$ cat src/rtl/core/fadd_pkg.sv
// ----------------------------------------------------------------------------
// fadd_pkg - shared types and constants for the fraction adder
// Field widths, error codes, sequencer states and the divider request and
// response structures.
// ----------------------------------------------------------------------------
package fadd_pkg;

  // Input field widths
  localparam int unsigned IN_FIELD_W = 16;
  localparam int unsigned IN_DATA_W  = 64;

  // Output field widths
  localparam int unsigned ERR_W      = 2;
  localparam int unsigned NUM_W      = 32;
  localparam int unsigned DEN_W      = 30;
  localparam int unsigned OUT_DATA_W = 128;

  // Product and divider widths
  localparam int unsigned PROD_W = 32;
  localparam int unsigned DIV_W  = 32;
  localparam int unsigned CNT_W  = 6;

  // Error codes
  typedef enum logic [ERR_W-1:0] {
    ERR_NONE     = 2'd0,
    ERR_ZERO_DEN = 2'd1,
    ERR_NEG_DEN  = 2'd2
  } err_code_t;

  // Sequencer states
  typedef enum logic [3:0] {
    S_IDLE,
    S_MUL_A,
    S_MUL_B,
    S_MUL_C,
    S_MUL_D,
    S_GCD,
    S_GCD_W,
    S_QN,
    S_QN_W,
    S_QD,
    S_QD_W,
    S_WH,
    S_WH_W,
    S_FIN
  } state_t;

  // Divider request and response
  typedef struct packed {
    logic             start;
    logic [DIV_W-1:0] dividend;
    logic [DIV_W-1:0] divisor;
  } div_req_t;

  typedef struct packed {
    logic             done;
    logic [DIV_W-1:0] quo;
    logic [DIV_W-1:0] rem;
  } div_rsp_t;

  // Classify one denominator.
  function automatic err_code_t den_check(input logic [IN_FIELD_W-1:0] d);
    err_code_t e;
    if (d == '0) begin
      e = ERR_ZERO_DEN;
    end else if (d[IN_FIELD_W-1]) begin
      e = ERR_NEG_DEN;
    end else begin
      e = ERR_NONE;
    end
    return e;
  endfunction

endpackage

$ cat src/rtl/core/fadd_mul.sv
// ----------------------------------------------------------------------------
// fadd_mul - registered 16 x 16 signed multiplier
// One product per cycle, available in the cycle after the operands.
// ----------------------------------------------------------------------------
module fadd_mul (
  input  logic                                clk,
  input  logic signed [fadd_pkg::IN_FIELD_W-1:0] op_a,
  input  logic signed [fadd_pkg::IN_FIELD_W-1:0] op_b,
  output logic signed [fadd_pkg::PROD_W-1:0]     prod
);
  import fadd_pkg::*;

  logic signed [PROD_W-1:0] prod_r;

  // Product register; the full 32-bit signed product of two 16-bit values.
  always_ff @(posedge clk) begin
    prod_r <= PROD_W'(op_a) * PROD_W'(op_b);
  end

  assign prod = prod_r;

endmodule

$ cat src/rtl/core/fadd_div.sv
// ----------------------------------------------------------------------------
// fadd_div - iterative unsigned restoring divider
// Gives quotient and remainder of two 32-bit values, one quotient bit per
// cycle; done pulses once the last quotient bit is in.
// ----------------------------------------------------------------------------
module fadd_div (
  input  logic               clk,
  input  logic               rst_n,
  input  fadd_pkg::div_req_t req,
  output fadd_pkg::div_rsp_t rsp
);
  import fadd_pkg::*;

  logic [DIV_W-1:0] quo_r;
  logic [DIV_W-1:0] rem_r;
  logic [DIV_W-1:0] dvs_r;
  logic [CNT_W-1:0] cnt_r;
  logic             busy_r;
  logic             done_r;

  logic [DIV_W:0]   shifted;
  logic [DIV_W+1:0] diff;
  logic             neg;

  // One restoring step: shift in the next dividend bit and try to subtract.
  always_comb begin
    shifted = {rem_r, quo_r[DIV_W-1]};
    diff    = {1'b0, shifted} - {2'b00, dvs_r};
    neg     = diff[DIV_W+1];
  end

  // Control: step counter and done pulse.
  always_ff @(posedge clk) begin
    if (!rst_n) begin
      busy_r <= 1'b0;
      done_r <= 1'b0;
      cnt_r  <= '0;
    end else begin
      done_r <= 1'b0;
      if (req.start && !busy_r) begin
        busy_r <= 1'b1;
        cnt_r  <= CNT_W'(DIV_W);
      end else if (busy_r) begin
        cnt_r <= cnt_r - 1'b1;
        if (cnt_r == CNT_W'(1)) begin
          busy_r <= 1'b0;
          done_r <= 1'b1;
        end
      end
    end
  end

  // Datapath: partial remainder and quotient shift register.
  always_ff @(posedge clk) begin
    if (req.start && !busy_r) begin
      quo_r <= req.dividend;
      rem_r <= '0;
      dvs_r <= req.divisor;
    end else if (busy_r) begin
      quo_r <= {quo_r[DIV_W-2:0], ~neg};
      rem_r <= neg ? shifted[DIV_W-1:0] : diff[DIV_W-1:0];
    end
  end

  assign rsp.done = done_r;
  assign rsp.quo  = quo_r;
  assign rsp.rem  = rem_r;

endmodule

$ cat src/rtl/core/fraction_add_reduce.sv
// ----------------------------------------------------------------------------
// fraction_add_reduce - adds two signed fractions and reduces the sum
// Checks the denominators, forms the cross-multiplied sum, reduces it by its
// Euclidean gcd and splits it into a whole part and an absolute remainder.
//
//   Channel   Direction  Payload
//   in_*      slave      num_a, den_a, num_b, den_b (64 bits)
//   out_*     master     error_code, sum_num, sum_den, whole_part,
//                        frac_remainder (128 bits)
//
// An item with a bad denominator goes straight to the final state, a zero
// sum skips the divisions, and otherwise the item runs one division per
// Euclid step and then three more (numerator, denominator, whole part);
// every division runs through one shared restoring divider.
// Reset clears the sequencer and the output valid. in_tready is high only
// while idle; a finished result waits in the output register, and the next
// transaction is taken while it waits. A second finished item holds in the
// final state until the output register is free, and the input stalls.
// ----------------------------------------------------------------------------
module fraction_add_reduce (
  input  logic                                clk,
  input  logic                                rst_n,
  // num_a [15:0], den_a [31:16], num_b [47:32], den_b [63:48]
  input  logic [fadd_pkg::IN_DATA_W-1:0]      in_tdata,
  input  logic                                in_tvalid,
  output logic                                in_tready,
  // error_code [1:0], sum_num [33:2], sum_den [63:34], whole_part [95:64],
  // frac_remainder [125:96], zero [127:126]
  output logic [fadd_pkg::OUT_DATA_W-1:0]     out_tdata,
  output logic                                out_tvalid,
  input  logic                                out_tready
);
  import fadd_pkg::*;

  state_t state_r, state_nxt;

  // Captured operands
  logic signed [IN_FIELD_W-1:0] na_r, da_r, nb_r, db_r;

  // Working and result registers
  logic signed [NUM_W-1:0] num_r;
  logic [DEN_W-1:0]        den_r;
  logic [DIV_W-1:0]        mag_r;
  logic                    neg_r;
  logic [DIV_W-1:0]        ga_r, gb_r;
  logic signed [NUM_W-1:0] whole_r;
  logic [DEN_W-1:0]        frem_r;
  err_code_t               err_r;

  // Output register
  logic [OUT_DATA_W-1:0] out_data_r;
  logic                  out_valid_r;

  // Shared units
  logic signed [IN_FIELD_W-1:0] mul_a, mul_b;
  logic signed [PROD_W-1:0]     prod;
  div_req_t                     div_req;
  div_rsp_t                     div_rsp;

  logic      in_acc;
  logic      out_free;
  err_code_t err_a, err_b, err_in;
  logic [NUM_W-1:0] num_abs;

  fadd_mul u_mul (
    .clk  (clk),
    .op_a (mul_a),
    .op_b (mul_b),
    .prod (prod)
  );

  fadd_div u_div (
    .clk   (clk),
    .rst_n (rst_n),
    .req   (div_req),
    .rsp   (div_rsp)
  );

  // Handshake and input checks
  always_comb begin
    in_tready = (state_r == S_IDLE);
    in_acc    = in_tvalid && in_tready;
    out_free  = !out_valid_r || out_tready;
    err_a     = den_check(in_tdata[31:16]);
    err_b     = den_check(in_tdata[63:48]);
    err_in    = (err_a != ERR_NONE) ? err_a : err_b;
    num_abs   = num_r[NUM_W-1] ? NUM_W'(-num_r) : NUM_W'(num_r);
  end

  // Sequencer next state and shared unit operand selection
  always_comb begin
    state_nxt        = state_r;
    mul_a            = '0;
    mul_b            = '0;
    div_req.start    = 1'b0;
    div_req.dividend = mag_r;
    div_req.divisor  = ga_r;
    unique case (state_r)
      S_IDLE: begin
        if (in_acc) begin
          state_nxt = (err_in != ERR_NONE) ? S_FIN : S_MUL_A;
        end
      end
      S_MUL_A: begin
        mul_a     = na_r;
        mul_b     = db_r;
        state_nxt = S_MUL_B;
      end
      S_MUL_B: begin
        mul_a     = nb_r;
        mul_b     = da_r;
        state_nxt = S_MUL_C;
      end
      S_MUL_C: begin
        mul_a     = da_r;
        mul_b     = db_r;
        state_nxt = S_MUL_D;
      end
      S_MUL_D: begin
        state_nxt = (num_r == '0) ? S_FIN : S_GCD;
      end
      S_GCD: begin
        if (gb_r == '0) begin
          state_nxt = S_QN;
        end else begin
          div_req.start    = 1'b1;
          div_req.dividend = ga_r;
          div_req.divisor  = gb_r;
          state_nxt        = S_GCD_W;
        end
      end
      S_GCD_W: begin
        if (div_rsp.done) begin
          state_nxt = S_GCD;
        end
      end
      S_QN: begin
        div_req.start = 1'b1;
        state_nxt     = S_QN_W;
      end
      S_QN_W: begin
        if (div_rsp.done) begin
          state_nxt = S_QD;
        end
      end
      S_QD: begin
        div_req.start    = 1'b1;
        div_req.dividend = DIV_W'(den_r);
        state_nxt        = S_QD_W;
      end
      S_QD_W: begin
        if (div_rsp.done) begin
          state_nxt = S_WH;
        end
      end
      S_WH: begin
        div_req.start   = 1'b1;
        div_req.divisor = DIV_W'(den_r);
        state_nxt       = S_WH_W;
      end
      S_WH_W: begin
        if (div_rsp.done) begin
          state_nxt = S_FIN;
        end
      end
      S_FIN: begin
        if (out_free) begin
          state_nxt = S_IDLE;
        end
      end
      default: begin
        state_nxt = S_IDLE;
      end
    endcase
  end

  // State register
  always_ff @(posedge clk) begin
    if (!rst_n) begin
      state_r <= S_IDLE;
    end else begin
      state_r <= state_nxt;
    end
  end

  // Working registers, updated per sequencer step
  always_ff @(posedge clk) begin
    unique case (state_r)
      S_IDLE: begin
        if (in_acc) begin
          na_r    <= in_tdata[15:0];
          da_r    <= in_tdata[31:16];
          nb_r    <= in_tdata[47:32];
          db_r    <= in_tdata[63:48];
          err_r   <= err_in;
          num_r   <= '0;
          den_r   <= '0;
          whole_r <= '0;
          frem_r  <= '0;
        end
      end
      S_MUL_B: begin
        num_r <= prod;
      end
      S_MUL_C: begin
        num_r <= num_r + prod;
      end
      S_MUL_D: begin
        if (num_r == '0) begin
          den_r <= DEN_W'(1);
        end else begin
          den_r <= prod[DEN_W-1:0];
          mag_r <= num_abs;
          neg_r <= num_r[NUM_W-1];
          ga_r  <= num_abs;
          gb_r  <= DIV_W'(prod[DEN_W-1:0]);
        end
      end
      S_GCD_W: begin
        if (div_rsp.done) begin
          ga_r <= gb_r;
          gb_r <= div_rsp.rem;
        end
      end
      S_QN_W: begin
        if (div_rsp.done) begin
          mag_r <= div_rsp.quo;
        end
      end
      S_QD_W: begin
        if (div_rsp.done) begin
          den_r <= div_rsp.quo[DEN_W-1:0];
        end
      end
      S_WH_W: begin
        if (div_rsp.done) begin
          num_r   <= neg_r ? NUM_W'(-mag_r) : NUM_W'(mag_r);
          whole_r <= neg_r ? NUM_W'(-div_rsp.quo) : NUM_W'(div_rsp.quo);
          frem_r  <= div_rsp.rem[DEN_W-1:0];
        end
      end
      default: begin
      end
    endcase
  end

  // Output register: loaded from the finished item once it is free
  always_ff @(posedge clk) begin
    if (!rst_n) begin
      out_valid_r <= 1'b0;
    end else if (state_r == S_FIN && out_free) begin
      out_valid_r <= 1'b1;
    end else if (out_tready) begin
      out_valid_r <= 1'b0;
    end
  end

  always_ff @(posedge clk) begin
    if (state_r == S_FIN && out_free) begin
      out_data_r <= {2'b00, frem_r, whole_r, den_r, num_r, err_r};
    end
  end

  assign out_tvalid = out_valid_r;
  assign out_tdata  = out_data_r;

endmodule
$ cat config.mk
export PLATFORM = sky130hd
export DESIGN_NAME = fraction_add_reduce
export DESIGN_NICKNAME = d
export VERILOG_FILES = /design/src/rtl/core/fadd_pkg.sv /design/src/rtl/core/fadd_mul.sv /design/src/rtl/core/fadd_div.sv /design/src/rtl/core/fraction_add_reduce.sv
export SDC_FILE = /design/constraint.sdc
export NUM_CORES = 2
export LEC_CHECK = 0
export ABC_CLOCK_PERIOD_IN_PS = 9800
export BUFFER_PORTS_ARGS = -buffer_cell sky130_fd_sc_hd__buf_2
export CELL_PAD_IN_SITES_DETAIL_PLACEMENT = 0
export CELL_PAD_IN_SITES_GLOBAL_PLACEMENT = 1
export CORE_UTILIZATION = 51
export CTS_BUF_LIST = sky130_fd_sc_hd__clkbuf_4 sky130_fd_sc_hd__clkbuf_8
export DETAILED_ROUTE_END_ITERATION = 16
export HOLD_SLACK_MARGIN = 0.15
export PLACE_DENSITY = 0.85
export SYNTH_ARGS = -nofsm -noshare
export SYNTH_HDL_FRONTEND = slang
export SYNTH_SLANG_ARGS = --single-unit
$ cat constraint.sdc
create_clock -name clk -period 9.8 [get_ports clk]
set_input_delay 2.94 -clock clk [delete_from_list [all_inputs] [get_ports clk]]
set_output_delay 2.94 -clock clk [all_outputs]
set_load 0.01 [all_outputs]
==> flow_metrics.tcl <==
set metrics [dict create \
    finalPower_mw 12.6 \
    cts_resized 0 \
    port_buffers 195 \
    ys_ff_latch 554 \
    yosysMostFrequentCell "edfxtp_1" \
    grt_usage_pct 27.9 \
    synth_area_leaders "edfxtp_1, fa_1, ha_1" \
    cts_buffers 91 \
    fin_skew_ns 0.0382 \
    n_fill_cell 5935 \
    initial_core_util_pct 51.9 \
    cts-root-buf "clkbuf_8" \
    status "finished, final reports clean" \
    period_minus_slack_ns 8.49 \
    min-delay-start "whole_r[19]" \
    area_delta_synth_final_pct 10.8 \
    overflow 0 \
    fmax_mhz 118 \
    grt_start_max_net_pins 92 \
    syn_avg_cell_area_um2 10.6 \
    ys_async_sr_fraction_pct 0 \
    yosys.area_share.simple_pct 13.0 \
    r2r-start "state_r[1]" \
    cts-htree-levels 3 \
    wl_per_cell_um 21.5 \
    yosys.area.top_type "edfxtp_1" \
    nets 4044 \
    hpwl_mm 73.5 \
    grt_first_pass_wirelength_mm 151 \
    synth.area.mux_share_pct 0.338 \
    ys_warn_count 0 \
    detailroute.wirelength.met3_mm 7.95 \
    layout_worst_path_cycle_share_pct 86.6 \
    ys.flop_type "edfxtp_1" \
    maxSlewHeadroom_pct 29.3 \
    wl_met2_mm 47.0 \
    io_pins 198 \
    fp.dieH_um 267 \
    synth_cells 3395 \
    r2r_cells 22 \
    rsz0062_at_grt "no" \
    wl_met1_mm 38.4 \
    finalCoreUtilization_pct 57.5 \
    grt_antenna_before_repair 1 \
    yosysTopAreaCellShare_pct 39.9 \
    die-width_um 267 \
    synthTopCellsByCount "edfxtp_1, nand2_1, inv_1, nor2_1, fa_1" \
    route.detailed.drc 0 \
    setup_viol 0 \
    required_ns 10.33 \
    vias_per_cell 5.79 \
    drv_cap 0 \
    ant_nets 0 \
    pwr_density_cell_nw_per_um2 315 \
    path_clk_slew_ns 0.06 \
    yosysSeqAreaShare_pct 44.2 \
    min_path_type "flip-flop to flip-flop" \
    multi_input_area_um2 18200 \
    critPathKind "flip-flop to flip-flop" \
    crit_arrival_ns 9.02 \
    r2r_setup_slack_ns 1.31 \
    worstSetupEndpointType "flip-flop" \
    worst_pin_slew_ns 1.06 \
    via_count 26500 \
    layout.cells.non_filler 4568 \
    finalHoldViolations 0 \
    insertion_delay_ns 0.72 \
    synth_edf_count 477 \
    totalWireLength_mm 98.1 \
    rows 96 \
    synth_fa_ha_area_share_pct 20.0 \
    r2r-end "u_mul.prod[31]" \
    min_to "out_tdata[83]" \
    hold_buffers 0 \
    dr.max_layer_used "met4" \
    grt_pass1_vias 26300 \
    worstHoldPathCells 0 \
    drive_gt1_share_pct 12.2 \
    cts_post_setup_buffers_inserted 0 \
    worstPathMaxFanout 21 \
    ir_drop_mv 0.216 \
    finalSetupTns_ns 0 \
    drtIter0Drc 2409 \
    cts.sinks 554 \
    seq_area_um2 15900 \
    gp_congestion 0.953 \
    cts.path.max_buffers 3 \
    leakagePower_nw 16.6 \
    dieArea_um2 71500 \
    dr.pass1.iters 8 \
    synthXorXnorAreaFrac_pct 4.24 \
    synth_compound_area_share_pct 12.8 \
    synth_top_family_by_area "adder cells" \
    dp_cells 4400 \
    maxSlewViolCount 0 \
    syn-cell-area_um2 35900 \
    cts_tree "yes" \
    critPathLaunchType "flip-flop" \
    yosys.cell_types.count 79 \
    fp.coreArea_um2 69200 \
]
flip-flops by register name, summed over array words and instances (netlist names), 30 cells and up:
name / cells
den_r: 30
frem_r: 30
ga_r: 32
gb_r: 32
mag_r: 32
num_r: 32
out_tdata: 126
u_div.dvs_r: 32
u_div.quo_r: 32
u_div.rem_r: 32
u_mul.prod: 32
whole_r: 32
cells by family (layout without fill, tap and decap cells):
group / count (synthesis) / count (layout)
AOI/OAI and AO/OA: 667 / 667
other: 1 / 3
muxes: 12 / 12
DFF: 554 / 554
and+or+nand+nor: 1053 / 1053
adders and majority gates: 415 / 415
buffers and inverters: 519 / 759
xor gates and xnor gates: 174 / 174
worst max-delay path, stage by stage (launching register included):
cell	delay (ns)
dfxtp_1	0.80
nand2b_1	0.41
nor2_2	0.71
a22oi_1	0.24
nand2_1	0.39
nand2_1	0.17
fa_1	0.56
inv_1	0.14
fa_1	0.87
fa_1	0.53
fa_1	0.52
fa_1	0.51
inv_1	0.05
fa_1	0.47
inv_1	0.04
ha_1	0.38
a21o_1	0.21
a311oi_1	0.26
nor2_1	0.08
o21a_1	0.17
a211oi_1	0.43
o21a_1	0.23
o211ai_1	0.11
report_power, final:
part,internal (mW),total [mW],leakage [nW],switching [mW]
clock network,1.19,2.17,1.03,0.982
registers,3.54,4.30,5.06,0.769
logic,2.23,6.08,10.5,3.84
total,6.96,12.6,16.6,5.60
layout by cell type (no fill, tap or decap), types with 11 or more instances in the layout:
master	netlist	final
a21oi_1	169	168
buf_4	5	45
fa_1	264	264
nand2_1	409	409
o211ai_1	13	13
nand4_1	11	11
a211oi_1	13	13
xnor2_1	84	84
and3_1	44	44
clkbuf_4	0	24
nor3_1	46	40
nor2b_1	21	19
o41ai_1	13	13
o311ai_0	18	18
inv_1	352	351
or3_1	22	20
o21ai_0	103	103
or4_1	12	12
a22oi_1	84	84
and2_1	24	23
o21a_1	15	15
nor4_1	22	22
dfxtp_1	77	77
buf_2	3	195
o31ai_1	31	30
ha_1	150	150
a22o_1	41	41
clkbuf_8	0	101
xor2_1	90	90
edfxtp_1	477	477
clkinv_2	0	14
mux2i_1	11	11
nor2_1	339	332
nand3_1	54	54
o21bai_1	14	13
clkinv_1	0	13
a21o_1	33	31
nand2b_1	20	20
a222oi_1	33	33
worst max-delay path by stage:
stage	start	end	slack, ns	depth (start not counted)
3_3_place_gp	state_r[1]	u_mul.prod[31]	1.63	22
3_5_place_dp	state_r[1]	u_mul.prod[31]	1.35	22
5_1_grt	state_r[1]	u_mul.prod[31]	0.74	22
2_1_floorplan	out_tready	out_tdata[0]	0.55	2
4_1_cts	state_r[1]	u_mul.prod[31]	1.30	22
6_report	state_r[1]	u_mul.prod[31]	1.31	22
routing by layer:
metal	global-route usage, %	vias up
met2	46.4	1168
li1	-	12200
met5	0	-
met4	14.4	0
met3	4.53	241
met1	35.1	12900
layout make-up:
class / count / share of cell area (%)
multi-input cells: 2323 / 45.7
flip-flops and latches: 554 / 39.9
clock buffers: 125 / 3.95
inverters: 352 / 3.32
repair buffers: 240 / 3.30
well taps: 931 / 2.93
clock inverters: 42 / 0.959
diodes: 1 / 0.00629
metrics by stage:
step           instance area (um^2)  setup slack (ns)  hold WS [ns]
3_3_place_gp                  37800              1.63         0.400
2_1_floorplan                 35900             0.547         0.400
5_1_grt                       39800             0.736         0.408
6_report                      39800              1.31         0.401
4_1_cts                       39800              1.30         0.413
3_5_place_dp                  37800              1.35         0.405
Note: power is estimated with default switching activity, not from simulation.
